**config.mk**
```make
export PLATFORM = sky130hd
export DESIGN_NAME = psop_queue
export DESIGN_NICKNAME = d
export VERILOG_FILES = /design/src/rtl/psop_pkg.sv /design/src/rtl/psop_queue.sv
export SDC_FILE = /design/constraint.sdc
export NUM_CORES = 1
export LEC_CHECK = 0
export BUFFER_PORTS_ARGS = -buffer_cell sky130_fd_sc_hd__buf_2
export CAP_MARGIN = 5
export CORE_MARGIN = 8
export CORE_UTILIZATION = 25
export DETAILED_ROUTE_END_ITERATION = 8
export PLACE_DENSITY = 0.58
export SYNTH_ARGS = -nofsm -noshare
export SYNTH_HDL_FRONTEND = slang
export SYNTH_SLANG_ARGS = --single-unit
export TNS_END_PERCENT = 20
```
**constraint.sdc**
```tcl
create_clock -name clk -period 1.5 [get_ports clk]
set_input_delay 0.225 -clock clk [delete_from_list [all_inputs] [get_ports clk]]
set_output_delay 0.225 -clock clk [all_outputs]
set_load 0.02 [all_outputs]
```
**src/rtl/psop_pkg.sv**
```systemverilog
// ----------------------------------------------------------------------------
// psop_pkg
// Shared constants, the control word carried between the front and back
// parts, and the arctangent table of the vectoring rotator.
// ----------------------------------------------------------------------------
package psop_pkg;

	localparam int MAX_OSC_DEF  = 16;
	localparam int WINDOW_DEF   = 14;
	localparam int UNIT_Q16     = 65536;
	localparam int HALF_PI_Q16  = 102944;
	localparam int PI_Q13       = 25736;
	localparam int CORDIC_STEPS = 17;
	localparam int DIV_QBITS    = 26;
	localparam int ROOT_STEPS   = 31;

	// control word that travels with each queued transaction
	typedef struct packed {
		logic       clear;
		logic       has_phasor;
		logic       step_end;
		logic       two_results;
		logic [4:0] cnt;
	} item_ctrl_t;

	localparam int CTRL_W = $bits(item_ctrl_t);

	// atan(2^-i) in Q16 radians
	function automatic logic [15:0] atan_q16(input logic [4:0] i);
		logic [15:0] v;
		case (i)
			5'd0:    v = 16'd51472;
			5'd1:    v = 16'd30386;
			5'd2:    v = 16'd16055;
			5'd3:    v = 16'd8150;
			5'd4:    v = 16'd4091;
			5'd5:    v = 16'd2047;
			5'd6:    v = 16'd1024;
			5'd7:    v = 16'd512;
			5'd8:    v = 16'd256;
			5'd9:    v = 16'd128;
			5'd10:   v = 16'd64;
			5'd11:   v = 16'd32;
			5'd12:   v = 16'd16;
			5'd13:   v = 16'd8;
			5'd14:   v = 16'd4;
			5'd15:   v = 16'd2;
			5'd16:   v = 16'd1;
			default: v = 16'd0;
		endcase
		return v;
	endfunction

endpackage

```
**src/rtl/psop_queue.sv**
```systemverilog
// ----------------------------------------------------------------------------
// psop_queue
// Two-entry queue between the front and back parts.
// ----------------------------------------------------------------------------
module psop_queue import psop_pkg::*; #(
	parameter int DW = 8
) (
	input  logic          clk,
	input  logic          arst_n,
	input  logic          wr_push,
	input  logic [DW-1:0] wr_data,
	output logic          wr_full,
	input  logic          rd_pop,
	output logic [DW-1:0] rd_data,
	output logic          rd_empty
);

	logic [DW-1:0] data_q [2];
	logic          wp_q;
	logic          rp_q;
	logic [1:0]    cnt_q;
	logic          do_wr;
	logic          do_rd;

	assign wr_full  = (cnt_q == 2'd2);
	assign rd_empty = (cnt_q == 2'd0);
	assign rd_data  = data_q[rp_q];
	assign do_wr    = wr_push && !wr_full;
	assign do_rd    = rd_pop && !rd_empty;

	// payload storage
	always_ff @(posedge clk) begin
		if (do_wr) begin
			data_q[wp_q] <= wr_data;
		end
	end

	// pointers and fill count
	always_ff @(posedge clk or negedge arst_n) begin
		if (!arst_n) begin
			wp_q  <= 1'b0;
			rp_q  <= 1'b0;
			cnt_q <= 2'd0;
		end else begin
			if (do_wr) begin
				wp_q <= ~wp_q;
			end
			if (do_rd) begin
				rp_q <= ~rp_q;
			end
			cnt_q <= cnt_q + {1'b0, do_wr} - {1'b0, do_rd};
		end
	end

endmodule

```
# ---- After elaboration in Yosys (flattened, before gate mapping)
# Memory sizes are Yosys's and may differ from the RTL's.
# Index checks and enable logic that the tools add are counted.
dict set report classes {
  mux 2
  n_bitwise 2
  eq_ne 1
  reduce_logical 5
  add_sub_neg 2
}
# op count
set op_table {}
lappend op_table {{adder 2 x 1 -> 2 bit} 1}
lappend op_table {{equality test 2 bit, second input constant} 1}
lappend op_table {{logical AND 1 bit} 2}
lappend op_table {{zero test 1 bit} 2}
lappend op_table {{zero test 2 bit} 1}
lappend op_table {{two-way mux 1 bit} 2}
lappend op_table {{NOT 1 bit} 2}
lappend op_table {{subtractor 2 x 1 -> 2 bit} 1}
dict set report word_totals {
  inputBits 12
  ram_bits 16
  out_inout_bits 10
  wordCells 16
  regBits 4
  memories 1
}
# name depth word_bits read_ports rd_clocked_by_memory_dff write_ports line
set memory_table {}
lappend memory_table {data_q 2 8 1 0 1 psop_queue.sv:18} ;# logic [DW-1:0] data_q [2];

# ---- Longest topological paths before layout
dict set report logic_depth {
  word_depth 5
  mapped_depth 7
  mapped_depth_nobuf 7
}

# ---- Least setup slack after synthesis
# No wires, ideal clock.
dict set report synth_timing {
  kind {reg2reg}
  startpoint {register cnt_q[1]}
  endpoint {register cnt_q[1]}
  period_less_slack_ns 1.694
  slack_ns -0.194
  path_stages_with_launch 8
  n_path_buf 0
  t_arrival_ns 1.572
  setup_time_ns 0.123
  t_required_ns 1.377
  cell_sequence {dfrtp_1 > nor2_1 > nor2b_2 > ha_1 > inv_1 > ha_1 > xnor2_1 > xnor2_1}
}
dict set report synth_between {
  elab_cells_between_ends 8
  cone_classes {2 x add/sub; 1 x eq/ne; 5 x reduce/logical}
}
# element line
set synth_rtl {}
lappend synth_rtl {{start: declaration} psop_queue.sv:21} ;# logic [1:0] cnt_q;
lappend synth_rtl {{start signal: assignment} psop_queue.sv:51} ;# cnt_q <= cnt_q + {1'b0, do_wr} - {1'b0, do_rd};
lappend synth_rtl {{zero test 2 bit} psop_queue.sv:26} ;# assign rd_empty = (cnt_q == 2'd0);
lappend synth_rtl {{via rd_empty} psop_queue.sv:15} ;# output logic rd_empty
lappend synth_rtl {{zero test 1 bit} psop_queue.sv:29} ;# assign do_rd = rd_pop && !rd_empty;
lappend synth_rtl {{logical AND 1 bit} psop_queue.sv:29}
lappend synth_rtl {{via do_rd} psop_queue.sv:23} ;# logic do_rd;
lappend synth_rtl {{subtractor 2 x 1 -> 2 bit} psop_queue.sv:51}
# The timed path passes the listed nets, and every way through them passes these cells.
# A chain may end at the register's enable or synchronous reset.

# ---- Final worst setup path
dict set report layout_timing {
  startpoint {register cnt_q[1]}
  endpoint {register cnt_q[1]}
}
dict set report layout_between {
  elab_cells_between_ends 8
  cone_classes {2 x add/sub; 1 x eq/ne; 5 x reduce/logical}
}
# element line
set layout_rtl {}
lappend layout_rtl {{zero test 2 bit} psop_queue.sv:26}
lappend layout_rtl {{zero test 1 bit} psop_queue.sv:29}
lappend layout_rtl {{logical AND 1 bit} psop_queue.sv:29}
lappend layout_rtl {{via do_rd} psop_queue.sv:23}
lappend layout_rtl {{subtractor 2 x 1 -> 2 bit} psop_queue.sv:51}
# The timed path passes the listed nets, and every way through them passes these cells.

==> flow_summary.json <==
{
  "ys_seq_elements": 20,
  "die_area_mm2": 0.00514,
  "start_util_pct": 25.8,
  "hold_start": "wr_data[1]",
  "grt_max_degree": 12,
  "viasPerCell": 4.26,
  "slew_viol_final": 0,
  "coreArea_mm2": 0.00300,
  "grt_pass1_wl_um": 2010,
  "port_buffers": 21,
  "num_rows": 20,
  "critPathRequiredTime_ns": 1.72,
  "layout_common_cells": "edfxtp_1 (16), buf_2 (16), mux2_2 (8)",
  "die_w_um": 71.7,
  "clock_latency_ns": 0.29,
  "finalPower_mw": 2.17,
  "place_hpwl_um": 1010,
  "pin_count": 22,
  "cp-start-kind": "flip-flop",
  "worstSetupPathType": "reg2reg",
  "syn_area_per_cell_um2": 18.0,
  "outcome": "finished clean",
  "netlist_area_um2": 776,
  "max-cap-violations": 0,
  "clk_pin_slew_ns": 0.10,
  "synth_cell_type_count": 13,
  "final.min_clock_period_ns": 1.50,
  "grt_usage_pct": 5.13,
  "root_buffer": "clkbuf_4",
  "avgRoutedWirePerCell_um": 13.4,
  "fin_area_mm2": 0.00109,
  "grt_pass1_vias": 485,
  "num-nets-final": 90,
  "cp.arrival_ns": 1.72,
  "ys_seq_area_share_pct": 74.8,
  "syn_nets": 57,
  "worst_slew_margin_rel_pct": 72.1,
  "vias": 460,
  "yosys_warnings": 0,
  "cts_tree": "done",
  "setup_tns_ns": 0,
  "critPathLaunch": "cnt_q[1]",
  "dr.pass1.iters": 2,
  "final_util_pct": 36.2,
  "power_density_mw_per_mm2": 2000,
  "synthCells": 43,
  "cts_buffers": 3,
  "antenna_found_initial": 0,
  "endpoint_kind": "flip-flop",
  "postPlaceCellArea_um2": 947,
  "tightest_slew_ns": 0.419,
  "remaining_drc_errors": 0,
  "antenna_cells": 0,
  "leakagePower_nw": 0.443,
  "path_max_fanout": 3,
  "clk_path_buf_depth": 2,
  "grt_overflow": 0,
  "fin_skew_ns": 0.000309,
  "reg2reg_from": "cnt_q[1]",
  "max_freq_ghz": 0.667,
  "wl_um": 1450,
  "first_iter_violations": 5,
  "gp_congestion": 0.614,
  "area_delta_synth_final_pct": 40.0,
  "ant_nets": 0,
  "worst_ir_drop_vdd_uv": 948,
  "finalHoldViolations": 0,
  "drive_gt1_share_pct": 64.0,
  "htree_levels": 1,
  "rsz0062_at_grt": "yes",
  "hp-class": "in2reg",
  "layout_worst_path_cycle_share_pct": 99.9,
  "setup_violations": 0,
  "chipHeight_um": 71.7,
  "cts_sinks": 20,
  "place_ws_ns": -0.0424,
  "fin_ws_ns": 0.000973
}
## path summary, 6_finish.rpt
check,end,slack (ns),cells after the start
worst min register to register,wp_q,0.50,1
worst min-delay path,data_q[1][1],0.12,1
worst max register to register,cnt_q[1],0.001,7
worst max-delay path,cnt_q[1],0.001,7
max in group asynchronous,rp_q,1.11,2
min in group asynchronous,cnt_q[0],0.25,2
## where the power goes
| part | total [mW] | internal [mW] | switching [mW] |
|---|---|---|---|
| combinational | 1.05 | 0.551 | 0.499 |
| clock | 0.246 | 0.0967 | 0.150 |
| sequential | 0.875 | 0.785 | 0.0901 |
## critical path, stage by stage, from the launching register on
cell and delay [ns]:
dfrtp_2 0.47, nor2_4 0.10, nor2b_2 0.06, ha_1 0.27
inv_1 0.06, ha_4 0.17, xnor2_2 0.16, xnor2_1 0.13
## synthesized netlist by cell type
master | n | area share, %
nand2_1 | 1 | 0.48
xor2_1 | 1 | 1.1
nand2b_1 | 1 | 0.81
xnor2_1 | 3 | 3.4
mux2_2 | 8 | 12
buf_2 | 1 | 0.64
inv_1 | 2 | 0.97
and3_1 | 1 | 0.81
nor2b_2 | 1 | 1.1
dfrtp_1 | 4 | 13
edfxtp_1 | 16 | 62
nor2_1 | 2 | 0.97
ha_1 | 2 | 3.2
## metrics by stage
stage          hold WS [ns]  instances
6_report              0.116        108
5_1_grt               0.103        108
2_1_floorplan       -0.0706         43
4_1_cts               0.107        104
3_5_place_dp         0.0401         99
3_3_place_gp         0.0361         99
## flip-flops by register name, summed over array words and instances, names as in the netlist
signal / count
data_q: 16
cnt_q: 2
rp_q: 1
wp_q: 1
## cell families after synthesis
family | count (synthesis) | share of synthesized area (%)
flip-flops | 20 | 74.8
multiplexers | 8 | 11.6
AND/OR/NAND/NOR | 6 | 4.19
XOR/XNOR | 4 | 4.52
buffers and inverters | 3 | 1.61
adder cells (fa/ha/maj) | 2 | 3.23
## metal layers
| metal | wire (um) | track usage, % | vias to the layer above |
|---|---|---|---|
| met4 | 0 | 2.72 | 0 |
| met2 | 768 | 8.40 | 13 |
| met3 | 72 | 2.51 | 0 |
| li1 | - | - | 219 |
| met1 | 605 | 5.28 | 228 |
| met5 | 0 | 0 | - |
## final cells by class
cell class / count / area (um^2)
repair buffers: 29 / 206
flip-flops and latches: 20 / 584
clock buffers: 3 / 22.5
well taps: 33 / 41.3
fillers: 295 / 1920
multi-input cells: 20 / 220
clock inverters: 1 / 3.75
inverters: 2 / 7.51
## timing repair
action                                  4_1_cts  5_1_grt
endpoints found under the hold margin         4        0
pin swaps                                     0        2
gates resized for setup                       2       20
setup buffers                                 0        4
endpoints found under the setup margin        9        9
hold buffers                                  1        0
(Power assumes the default switching activity.)
