File: config.mk
export PLATFORM = sky130hd
export DESIGN_NAME = psop_back
export DESIGN_NICKNAME = d
export VERILOG_FILES = /design/src/rtl/psop_pkg.sv /design/src/rtl/psop_back.sv
export SDC_FILE = /design/constraint.sdc
export NUM_CORES = 2
export LEC_CHECK = 0
export ABC_CLOCK_PERIOD_IN_PS = 28700
export BUFFER_PORTS_ARGS = -buffer_cell sky130_fd_sc_hd__clkbuf_2
export CAP_MARGIN = 20
export CORE_MARGIN = 8
export CORE_UTILIZATION = 35
export CTS_CLUSTER_SIZE = 20
export DETAILED_ROUTE_END_ITERATION = 10
export HOLD_SLACK_MARGIN = 0.05
export PLACE_DENSITY = 0.59
export SYNTH_ARGS = -nofsm -noshare
export SYNTH_HDL_FRONTEND = slang
export SYNTH_SLANG_ARGS = --single-unit
File: constraint.sdc
create_clock -name clk -period 28.7 [get_ports clk]
set_input_delay 1.435 -clock clk [delete_from_list [all_inputs] [get_ports clk]]
set_output_delay 1.435 -clock clk [all_outputs]
set_load 0.05 [all_outputs]
File: src/rtl/psop_pkg.sv
// ----------------------------------------------------------------------------
// psop_pkg
// Shared constants, the control word carried between the front and back
// parts, and the arctangent table of the vectoring rotator.
// ----------------------------------------------------------------------------
package psop_pkg;

	localparam int MAX_OSC_DEF  = 16;
	localparam int WINDOW_DEF   = 14;
	localparam int UNIT_Q16     = 65536;
	localparam int HALF_PI_Q16  = 102944;
	localparam int PI_Q13       = 25736;
	localparam int CORDIC_STEPS = 17;
	localparam int DIV_QBITS    = 26;
	localparam int ROOT_STEPS   = 31;

	// control word that travels with each queued transaction
	typedef struct packed {
		logic       clear;
		logic       has_phasor;
		logic       step_end;
		logic       two_results;
		logic [4:0] cnt;
	} item_ctrl_t;

	localparam int CTRL_W = $bits(item_ctrl_t);

	// atan(2^-i) in Q16 radians
	function automatic logic [15:0] atan_q16(input logic [4:0] i);
		logic [15:0] v;
		case (i)
			5'd0:    v = 16'd51472;
			5'd1:    v = 16'd30386;
			5'd2:    v = 16'd16055;
			5'd3:    v = 16'd8150;
			5'd4:    v = 16'd4091;
			5'd5:    v = 16'd2047;
			5'd6:    v = 16'd1024;
			5'd7:    v = 16'd512;
			5'd8:    v = 16'd256;
			5'd9:    v = 16'd128;
			5'd10:   v = 16'd64;
			5'd11:   v = 16'd32;
			5'd12:   v = 16'd16;
			5'd13:   v = 16'd8;
			5'd14:   v = 16'd4;
			5'd15:   v = 16'd2;
			5'd16:   v = 16'd1;
			default: v = 16'd0;
		endcase
		return v;
	endfunction

endpackage

File: src/rtl/psop_back.sv
// ----------------------------------------------------------------------------
// psop_back
// Unit phasor per transaction (square root and divide), phasor sums, and at
// step end the magnitude and CORDIC angle, written to a two-entry result queue.
// ----------------------------------------------------------------------------
module psop_back import psop_pkg::*; #(
	parameter int MAX_OSC = MAX_OSC_DEF,
	parameter int WINDOW  = WINDOW_DEF,
	localparam int NW     = $clog2(WINDOW + 2),
	localparam int OPW    = 33 + NW,
	localparam int QW     = 2 * OPW + CTRL_W,
	localparam int SUMW   = 18 + $clog2(MAX_OSC),
	localparam int CW     = SUMW + 11
) (
	input  logic               clk,
	input  logic               arst_n,
	output logic               q_pop,
	input  logic [QW-1:0]      q_data,
	input  logic               q_empty,
	output logic               empty,
	input  logic               pop,
	output logic [16:0]        sync_index,
	output logic signed [15:0] mean_angle,
	output logic               is_last
);

	typedef enum logic [3:0] {
		B_IDLE, B_NORM, B_SQX, B_SQY, B_SQRT, B_SQD, B_DIV, B_DVD,
		B_ACC, B_END, B_CORD, B_ANG, B_OUT
	} bstate_t;

	typedef enum logic [1:0] {D_COS, D_SIN, D_MAG} dsel_t;

	bstate_t               state_q;
	dsel_t                 dsel_q;
	item_ctrl_t            ctrl_q;
	logic [OPW-1:0]        ax_q;
	logic [OPW-1:0]        ay_q;
	logic                  sx_q;
	logic                  sy_q;
	logic signed [SUMW-1:0] sr_q;
	logic signed [SUMW-1:0] si_q;
	logic [16:0]           cm_q;
	logic [16:0]           sm_q;
	logic                  mag_mode_q;
	logic [61:0]           v_q;
	logic [61:0]           r_q;
	logic [61:0]           b_q;
	logic [4:0]            sq_cnt_q;
	logic [30:0]           rem_q;
	logic [25:0]           nlo_q;
	logic [25:0]           quo_q;
	logic [30:0]           den_q;
	logic [4:0]            dcnt_q;
	logic [16:0]           mag_q;
	logic signed [CW-1:0]  cx_q;
	logic signed [CW-1:0]  cy_q;
	logic signed [19:0]    cz_q;
	logic [4:0]            ci_q;
	logic signed [15:0]    ang_q;

	// result queue
	logic [16:0]           om_q [2];
	logic signed [15:0]    oa_q [2];
	logic                  ol_q [2];
	logic                  owp_q;
	logic                  orp_q;
	logic [1:0]            ocnt_q;

	// unpacked queue entry
	logic signed [OPW-1:0] in_x;
	logic signed [OPW-1:0] in_y;
	item_ctrl_t            in_ctrl;

	logic [OPW-1:0]        in_ax;
	logic [OPW-1:0]        in_ay;
	logic [SUMW-1:0]       abs_r;
	logic [SUMW-1:0]       abs_i;
	logic [29:0]           mul_a;
	logic [59:0]           mul_p;
	logic [61:0]           rt_t;
	logic [31:0]           trial;
	logic                  ge;
	logic [30:0]           rr_ph;
	logic [30:0]           rr_mag;
	logic [47:0]           num_c;
	logic [47:0]           num_s;
	logic [47:0]           num_m;
	logic signed [CW-1:0]  xe;
	logic signed [CW-1:0]  ye;
	logic signed [CW-1:0]  xs;
	logic signed [CW-1:0]  ys;
	logic signed [19:0]    at_z;
	logic signed [19:0]    zr;
	logic signed [SUMW-1:0] c_add;
	logic signed [SUMW-1:0] s_add;
	logic                  out_room;
	logic                  do_opop;
	logic                  wr_one;
	logic                  wr_two;

	assign {in_x, in_y, in_ctrl} = q_data;
	assign in_ax = in_x[OPW-1] ? OPW'(-in_x) : OPW'(in_x);
	assign in_ay = in_y[OPW-1] ? OPW'(-in_y) : OPW'(in_y);
	assign abs_r = sr_q[SUMW-1] ? SUMW'(-sr_q) : SUMW'(sr_q);
	assign abs_i = si_q[SUMW-1] ? SUMW'(-si_q) : SUMW'(si_q);

	assign q_pop = (state_q == B_IDLE) && !q_empty;

	// shared squarer
	always_comb begin
		if (state_q == B_SQX) begin
			mul_a = mag_mode_q ? 30'(abs_r) : ax_q[29:0];
		end else begin
			mul_a = mag_mode_q ? 30'(abs_i) : ay_q[29:0];
		end
	end
	assign mul_p = mul_a * mul_a;

	// square root step
	assign rt_t = r_q + b_q;

	// divider step
	assign trial = {rem_q, nlo_q[25]};
	assign ge    = (trial >= {1'b0, den_q});

	// divider operands
	assign rr_ph  = (r_q[30:0] == '0) ? 31'd1 : r_q[30:0];
	assign rr_mag = r_q[30:0] + 31'(v_q > r_q);
	assign num_c  = (48'(ax_q[29:0]) << 16) + 48'(rr_ph >> 1);
	assign num_s  = (48'(ay_q[29:0]) << 16) + 48'(den_q >> 1);
	assign num_m  = 48'(rr_mag) + 48'(ctrl_q.cnt >> 1);

	// cordic operands
	assign xe   = CW'(sr_q) <<< 8;
	assign ye   = CW'(si_q) <<< 8;
	assign xs   = cx_q >>> ci_q;
	assign ys   = cy_q >>> ci_q;
	assign at_z = 20'(atan_q16(ci_q));
	assign zr   = (cz_q + 20'sd4) >>> 3;

	assign c_add = sx_q ? -SUMW'(cm_q) : SUMW'(cm_q);
	assign s_add = sy_q ? -SUMW'(sm_q) : SUMW'(sm_q);

	// result queue handshake
	assign empty        = (ocnt_q == 2'd0);
	assign sync_index   = om_q[orp_q];
	assign mean_angle   = oa_q[orp_q];
	assign is_last      = ol_q[orp_q];
	assign do_opop      = pop && !empty;
	assign out_room     = ctrl_q.two_results ? (ocnt_q == 2'd0) : (ocnt_q != 2'd2);
	assign wr_one       = (state_q == B_OUT) && out_room && !ctrl_q.two_results;
	assign wr_two       = (state_q == B_OUT) && out_room && ctrl_q.two_results;

	// result payload storage
	always_ff @(posedge clk) begin
		if (wr_one) begin
			om_q[owp_q] <= mag_q;
			oa_q[owp_q] <= ang_q;
			ol_q[owp_q] <= 1'b1;
		end
		if (wr_two) begin
			om_q[owp_q]  <= mag_q;
			oa_q[owp_q]  <= ang_q;
			ol_q[owp_q]  <= 1'b0;
			om_q[~owp_q] <= mag_q;
			oa_q[~owp_q] <= ang_q;
			ol_q[~owp_q] <= 1'b1;
		end
	end

	// sequencer and datapath
	always_ff @(posedge clk or negedge arst_n) begin
		if (!arst_n) begin
			state_q    <= B_IDLE;
			dsel_q     <= D_COS;
			sr_q       <= '0;
			si_q       <= '0;
			mag_mode_q <= 1'b0;
			owp_q      <= 1'b0;
			orp_q      <= 1'b0;
			ocnt_q     <= 2'd0;
		end else begin
			if (do_opop) begin
				orp_q <= ~orp_q;
			end
			if (wr_one) begin
				owp_q <= ~owp_q;
			end
			ocnt_q <= ocnt_q + (wr_two ? 2'd2 : {1'b0, wr_one}) - {1'b0, do_opop};

			case (state_q)
				B_IDLE: begin
					if (!q_empty) begin
						ctrl_q     <= in_ctrl;
						ax_q       <= in_ax;
						ay_q       <= in_ay;
						sx_q       <= in_x[OPW-1];
						sy_q       <= in_y[OPW-1];
						mag_mode_q <= 1'b0;
						if (in_ctrl.clear) begin
							sr_q <= '0;
							si_q <= '0;
						end
						if (!in_ctrl.has_phasor) begin
							state_q <= B_END;
						end else if (in_x == '0 && in_y == '0) begin
							// atan2(0,0) gives the phasor (1, 0)
							cm_q    <= 17'(UNIT_Q16);
							sm_q    <= '0;
							state_q <= B_ACC;
						end else begin
							state_q <= B_NORM;
						end
					end
				end
				// bring both operands below 2^30
				B_NORM: begin
					if (|((ax_q | ay_q) >> 30)) begin
						ax_q <= ax_q >> 1;
						ay_q <= ay_q >> 1;
					end else begin
						state_q <= B_SQX;
					end
				end
				B_SQX: begin
					v_q     <= 62'(mul_p);
					state_q <= B_SQY;
				end
				B_SQY: begin
					v_q      <= v_q + 62'(mul_p);
					r_q      <= '0;
					b_q      <= 62'd1 << 60;
					sq_cnt_q <= '0;
					state_q  <= B_SQRT;
				end
				// one result bit per cycle, remainder left in v
				B_SQRT: begin
					if (v_q >= rt_t) begin
						v_q <= v_q - rt_t;
						r_q <= (r_q >> 1) + b_q;
					end else begin
						r_q <= r_q >> 1;
					end
					b_q      <= b_q >> 2;
					sq_cnt_q <= sq_cnt_q + 1'b1;
					if (int'(sq_cnt_q) == ROOT_STEPS - 1) begin
						state_q <= B_SQD;
					end
				end
				B_SQD: begin
					dcnt_q <= '0;
					if (mag_mode_q) begin
						rem_q  <= 31'(num_m[47:DIV_QBITS]);
						nlo_q  <= num_m[DIV_QBITS-1:0];
						den_q  <= 31'(ctrl_q.cnt);
						dsel_q <= D_MAG;
					end else begin
						rem_q  <= 31'(num_c[47:DIV_QBITS]);
						nlo_q  <= num_c[DIV_QBITS-1:0];
						den_q  <= rr_ph;
						dsel_q <= D_COS;
					end
					state_q <= B_DIV;
				end
				// restoring division, one quotient bit per cycle
				B_DIV: begin
					rem_q  <= ge ? 31'(trial - {1'b0, den_q}) : 31'(trial);
					nlo_q  <= nlo_q << 1;
					quo_q  <= {quo_q[24:0], ge};
					dcnt_q <= dcnt_q + 1'b1;
					if (int'(dcnt_q) == DIV_QBITS - 1) begin
						state_q <= B_DVD;
					end
				end
				B_DVD: begin
					case (dsel_q)
						D_COS: begin
							cm_q    <= quo_q[16:0];
							rem_q   <= 31'(num_s[47:DIV_QBITS]);
							nlo_q   <= num_s[DIV_QBITS-1:0];
							dcnt_q  <= '0;
							dsel_q  <= D_SIN;
							state_q <= B_DIV;
						end
						D_SIN: begin
							sm_q    <= quo_q[16:0];
							state_q <= B_ACC;
						end
						default: begin
							mag_q <= (quo_q > 26'(UNIT_Q16)) ? 17'(UNIT_Q16) : quo_q[16:0];
							ci_q  <= '0;
							// quadrant pre-rotation
							if (xe < 0) begin
								if (ye >= 0) begin
									cx_q <= ye;
									cy_q <= -xe;
									cz_q <= 20'(HALF_PI_Q16);
								end else begin
									cx_q <= -ye;
									cy_q <= xe;
									cz_q <= -20'(HALF_PI_Q16);
								end
							end else begin
								cx_q <= xe;
								cy_q <= ye;
								cz_q <= '0;
							end
							state_q <= B_CORD;
						end
					endcase
				end
				B_ACC: begin
					sr_q    <= sr_q + c_add;
					si_q    <= si_q + s_add;
					state_q <= B_END;
				end
				B_END: begin
					if (ctrl_q.step_end && ctrl_q.has_phasor) begin
						mag_mode_q <= 1'b1;
						state_q    <= B_SQX;
					end else begin
						if (ctrl_q.step_end) begin
							sr_q <= '0;
							si_q <= '0;
						end
						state_q <= B_IDLE;
					end
				end
				// vectoring rotations
				B_CORD: begin
					if (cy_q > 0) begin
						cx_q <= cx_q + ys;
						cy_q <= cy_q - xs;
						cz_q <= cz_q + at_z;
					end else begin
						cx_q <= cx_q - ys;
						cy_q <= cy_q + xs;
						cz_q <= cz_q - at_z;
					end
					ci_q <= ci_q + 1'b1;
					if (int'(ci_q) == CORDIC_STEPS - 1) begin
						state_q <= B_ANG;
					end
				end
				B_ANG: begin
					if (sr_q == '0 && si_q == '0) begin
						ang_q <= '0;
					end else if (zr > 20'(PI_Q13)) begin
						ang_q <= 16'(PI_Q13);
					end else if (zr < -20'(PI_Q13)) begin
						ang_q <= -16'(PI_Q13);
					end else begin
						ang_q <= 16'(zr);
					end
					state_q <= B_OUT;
				end
				B_OUT: begin
					if (out_room) begin
						sr_q    <= '0;
						si_q    <= '0;
						state_q <= B_IDLE;
					end
				end
				default: begin
					state_q <= B_IDLE;
				end
			endcase
		end
	end

endmodule

Word-level counts from Yosys, hierarchy flattened. Memories as Yosys holds them, arrays and structs flattened. A register that Yosys moved wholly into a read port is not among the register bits. Index checks and enable logic that the tools add are counted.

Add/subtract/negate cells: 31. Multipliers: 1. Divide/modulo/power cells: 0. Order comparisons: 9. Eq/ne operators: 34. Shift operators: 2. Muxes and demuxes: 95. Bitwise operators: 8. Reduce and logical (&&, ||, !) cells: 48.

Operator list (number): 2-to-1 mux 33 bit (8); case mux 62 bit (2 select lines) (2); 2-to-1 mux 37 bit (6); 2-to-1 mux 22 bit (9); case mux 62 bit (3 select lines) (1); case mux 22 bit (4 select lines) (2); 2-to-1 mux 17 bit (9); case mux 37 bit (2 select lines) (2); case mux 33 bit (2 select lines) (2); 2-to-1 mux 62 bit (2); adder 46 x 30 -> 47 bit (2); 2-to-1 mux 31 bit (3); case mux 31 bit (3 select lines) (1); 2-to-1 mux 30 bit (3); 2-to-1 mux 20 bit (4); case mux 26 bit (3 select lines) (1); zero test 37 bit (2); negation 37 bit (2); case mux 17 bit (2 select lines) (2); adder 33 bit (2); negation 30 -> 33 bit (2); >>> shifter 33 x 5 -> 33 bit (2); subtractor 33 bit (2); adder 61 x 62 -> 62 bit (1); other kinds (69) (156).

Bits in registers: 607. Latch bits: 0. RAM bits: 68. ROM bits: 512. Input bits: 87. Output and inout port bits: 36. Word-level logic and storage cells: 268. Memories kept: 4.

Memories: (no name shown) (words 32, width 16, read ports 1, clocked after memory_dff 1, write ports 0, line psop_pkg.sv:31) `case (i)`; om_q (words 2, width 17, read ports 1, clocked after memory_dff 0, write ports 2, line psop_back.sv:63) `logic [16:0] om_q [2];`; oa_q (words 2, width 16, read ports 1, clocked after memory_dff 0, write ports 2, line psop_back.sv:64) `logic signed [15:0] oa_q [2];`; ol_q (words 2, width 1, read ports 1, clocked after memory_dff 0, write ports 2, line psop_back.sv:65) `logic ol_q [2];`.

Logic depth before layout (Yosys ltp).
Depth in word-level cells: 7. Mapped depth: 54. Gate-level depth less buffers: 54.

Worst setup path before layout. OpenSTA, ideal clock, no wires.

Path kind: register to register. Start point: reg sr_q[1]. End point: reg v_q[57], data pin. Library setup time: 0.254 ns. Arrival time: 12.410 ns. Data required time: 28.446 ns. Setup slack: 16.036 ns. Cell stages (with the launch flop): 47. Cell sequence: dfrtp_1 > inv_1 > ha_1 > or3b_2 > nor4_2 > nand2_1 > or3_1 > or3_1 > o31ai_1 > xnor2_1 > nor2_1 > a21oi_1 > a21o_1 > clkbuf_1 > nand2_1 > fa_1 > fa_1 > inv_1 > (+11 left out) > or3b_2 > o221ai_1 > nor2_1 > o21ai_0 > xnor2_1 > ha_1 > nand2_1 > o21ai_0 > nor2_1 > a21boi_0 > o41ai_1 > o211ai_1 > o31ai_1 > a31oi_1 > mux2i_1 > o21ai_0 > a31oi_1 > a21bo_1.

Longest elaborated chain between the ends: 7.

RTL lines: start, declared (line psop_back.sv:41) `logic signed [SUMW-1:0] sr_q;`; start signal, assigned (line psop_back.sv:314) `sr_q <= sr_q + c_add;`; negation 22 bit (line psop_back.sv:105) `assign abs_r = sr_q[SUMW-1] ? SUMW'(-sr_q) : SUMW'(sr_q);`; 2-to-1 mux 22 bit * (line psop_back.sv:105); 2-to-1 mux 30 bit * (line psop_back.sv:113) `mul_a = mag_mode_q ? 30'(abs_r) : ax_q[29:0];`; 2-to-1 mux 30 bit * (line psop_back.sv:112) `if (state_q == B_SQX) begin`; multiplier 30 x 30 -> 60 bit * (line psop_back.sv:118) `assign mul_p = mul_a * mul_a;`; adder 62 x 60 -> 62 bit (line psop_back.sv:231) `v_q <= v_q + 62'(mul_p);`; case mux 62 bit (3 select lines) * (line psop_back.sv:192) `case (state_q)`; end signal, assigned (line psop_back.sv:227) `v_q <= 62'(mul_p);`; end signal, assigned (line psop_back.sv:231); end signal, assigned (line psop_back.sv:240) `v_q <= v_q - rt_t;`; end, declared (line psop_back.sv:46) `logic [61:0] v_q;`.

Every way passes the cells marked *; elsewhere a longest branch is shown, timed or not. A chain may end at the register's enable or synchronous reset.

Worst setup path after layout.
Start point: reg sr_q[1]. End point: reg v_q[55], data pin.

Same word-level chain as after synthesis.

==> out/metrics.csv <==
metric,value,unit
R2R Setup Slk,13.60,ns
CP dominant cell by count,fa_1,
synthesis-to-finish area growth,8.376,%
crit path DAT,15.56,ns
fin crit share,0.5262,
RR Startpoint,sr_q[1],
most frequent cell after synthesis,inv_1,
CTS tree,built,
vias per inst,5.620,
share of the synthesized area in the top cell type,0.2076,
GRT overflow,0,
Port Buffers,122,
Tmin final,15.10,ns
buffer count from post-CTS setup fixing,0,
drt initial violations,6473,
Syn Inst Count,9564,
"top cells by area, synth","edfxtp_1 (21%), fa_1 (17%), ha_1 (11%)",
initial antenna violation count,22,
hold path depth,0,
CTS H-tree lvls,3,
syn_nets,11080,
GPL Wtd Cong,0.9760,
Root Buffer,clkbuf_16,
Die X,508.5,um
Ports,123,
vias in the first global route,71270,
register area share after synthesis,0.2280,
total track usage,0.2298,
"Slowest-stage cell, CP",o31ai_1,
WL per Instance,23.90,um
R2R depth,50,
total CTS buffers,85,
Hold Crit Class,reg2reg,
Final Hold Viols,0,
clk_lat worst skew,0.75,ns
HP Start,mag_q[16],
post-synth cell types,107,
Main synth FF type,edfxtp_1,
RR Endpoint,v_q[55],
FF+latch area,19370,sq um
"FF+latch count, synth",660,
Synth Area per Inst,8.878,sq um
post-synth top area cell,edfxtp_1,
Std-Cell Core Area,242300,sq um
Antenna Nets Post-Route,0,
worst hold endpoint,om_q[1][16],
first-pass GRT wire length,455600,um
setup TNS,0,ns
CP Class,reg2reg,
total number of vias,71760,
clock sink total,660,
fillers,24460,
CP endpoint kind,flip-flop,
Die ar.,258600,sq um
final slew viol count,0,
Ys Warns,0,
pin count of the biggest net entering global routing,90,
hold buffers post-CTS,0,
"critical path fanouts, max",17,
Detail Placement HPWL,243100,um
layout cells sized above 1,0.06967,
Post-synth top cells,"inv_1 (1194), nand2_1 (946), nor2_1 (761)",
CTS Buffer Depth,3,
status,"finished, final reports clean",
num rows,181,
RSZ-0062 raised after global routing,no,
multi-input logic area,59460,sq um
post_cts resized,0,
Relative slew margins,0.2320,
mapped cell area,84910,sq um
actual slew at the worst max-slew pin,1.145,ns
Max Cap Viol,0,
Total Nets Final,11010,
ys async rst share,0.08333,
Worst-path clk slew,0.06,ns
DRT Wirelength,305200,um
worst stage delay on the critical path,0.62,ns
# DRC,0,
number of flops mapped to enable cells by yosys,587,
starting density of the core,0.3504,
Die Span Y,508.5,um
Max Clk Rate,0.06622,GHz
crit start category,flip-flop,
Clock Skews,0.04722,ns
data required time of the worst path,29.16,ns
drt pass-1 iters,8,
"Setup violations, final",0,
registers in the layout, summed over array words and instances (netlist names), 32 cells and up:
name and count:
r_q 62, v_q 62, ax_q 37, ay_q 37
om_q 34, cx_q 33, cy_q 33, oa_q 32
layout make-up:
cell class                 count  share of cell area
multi-input combinational   7263              0.6461
tap                         3202             0.04354
sequential                   660              0.2105
inverter                    1219             0.04975
clock buffer                 107             0.02515
antenna                        8           0.0002175
timing repair buffer         263             0.01822
clock inverter                48            0.006499
kinds of logic after synthesis:
| group | count (synthesis) | share of synthesized area |
|---|---|---|
| AOI/OAI and AO/OA | 2156 | 0.1602 |
| xor gates and xnor gates | 756 | 0.07798 |
| adders and majority gates | 1430 | 0.2737 |
| buffers and inverters | 1641 | 0.07380 |
| DFF | 660 | 0.2280 |
| muxes | 238 | 0.04082 |
| and+or+nand+nor | 2683 | 0.1455 |
worst max-delay path by stage:
stage	startpoint	endpoint	slack (ns)	depth (start not counted)
2_1_floorplan	sr_q[1]	v_q[57]	16.04	46
3_3_place_gp	sr_q[1]	v_q[55]	13.76	50
3_5_place_dp	sr_q[1]	v_q[55]	13.69	50
4_1_cts	sr_q[1]	v_q[59]	13.69	50
5_1_grt	sr_q[1]	v_q[61]	12.80	50
6_report	sr_q[1]	v_q[55]	13.60	50
metrics by stage:
step | cells | area [sq um] | setup WS [ns] | hold WS, ns | utilization
after global placement | 12600 | 89050 | 13.76 | 0.4262 | 0.3675
after CTS | 12760 | 91990 | 13.69 | 0.4318 | 0.3796
after detailed placement | 12610 | 89070 | 13.69 | 0.4369 | 0.3676
after floorplan | 9564 | 84910 | 16.04 | 0.4215 | -
after global routing | 12770 | 92010 | 12.80 | 0.4406 | 0.3797
final | 12770 | 92020 | 13.60 | 0.4376 | 0.3798
cells in the final DEF, fill, tap and decap left out, types with 59 or more instances in the layout:
cell / count
buf_4: 140
nor4_1: 59
or3_1: 75
a22oi_1: 59
and3_1: 115
a211oi_1: 69
mux4_2: 80
nor3_1: 129
nand4_1: 88
fa_1: 713
mux2i_1: 97
inv_1: 1192
nand3_1: 166
o21bai_1: 76
xnor2_1: 439
a31oi_1: 110
o211ai_1: 77
nand2b_1: 87
o31ai_1: 79
o21ai_0: 570
clkbuf_16: 89
edfxtp_1: 587
a21o_1: 199
nor2_1: 751
and2_1: 61
a21oi_1: 527
nor2b_1: 71
xor2_1: 317
nand2_1: 944
clkbuf_2: 121
o21a_1: 61
ha_1: 715
worst max-delay path, delay by kind of cell (launching register included):
kind,cells,cell delay (ns)
AO/OA/AOI/OAI,14,3.97
XOR/XNOR,2,0.35
adder cells (fa/ha/maj),11,5.29
buffers and inverters,9,1.11
flip-flops,1,0.43
AND/OR/NAND/NOR,14,3.62
routing by layer:
layer / wire, um / GRT usage / part of all wire / up-vias
met1: 132200 / 0.3129 / 0.43 / 35620
met2: 136300 / 0.3644 / 0.45 / 2696
li1: - / - / - / 32910
met3: 20520 / 0.03044 / 0.067 / 532
met5: 63 / 0 / 0.00021 / -
met4: 16110 / 0.1042 / 0.053 / 8
Power is not shown: default switching activity piles up to over one toggle a cycle in this logic, so the estimate is an artifact.
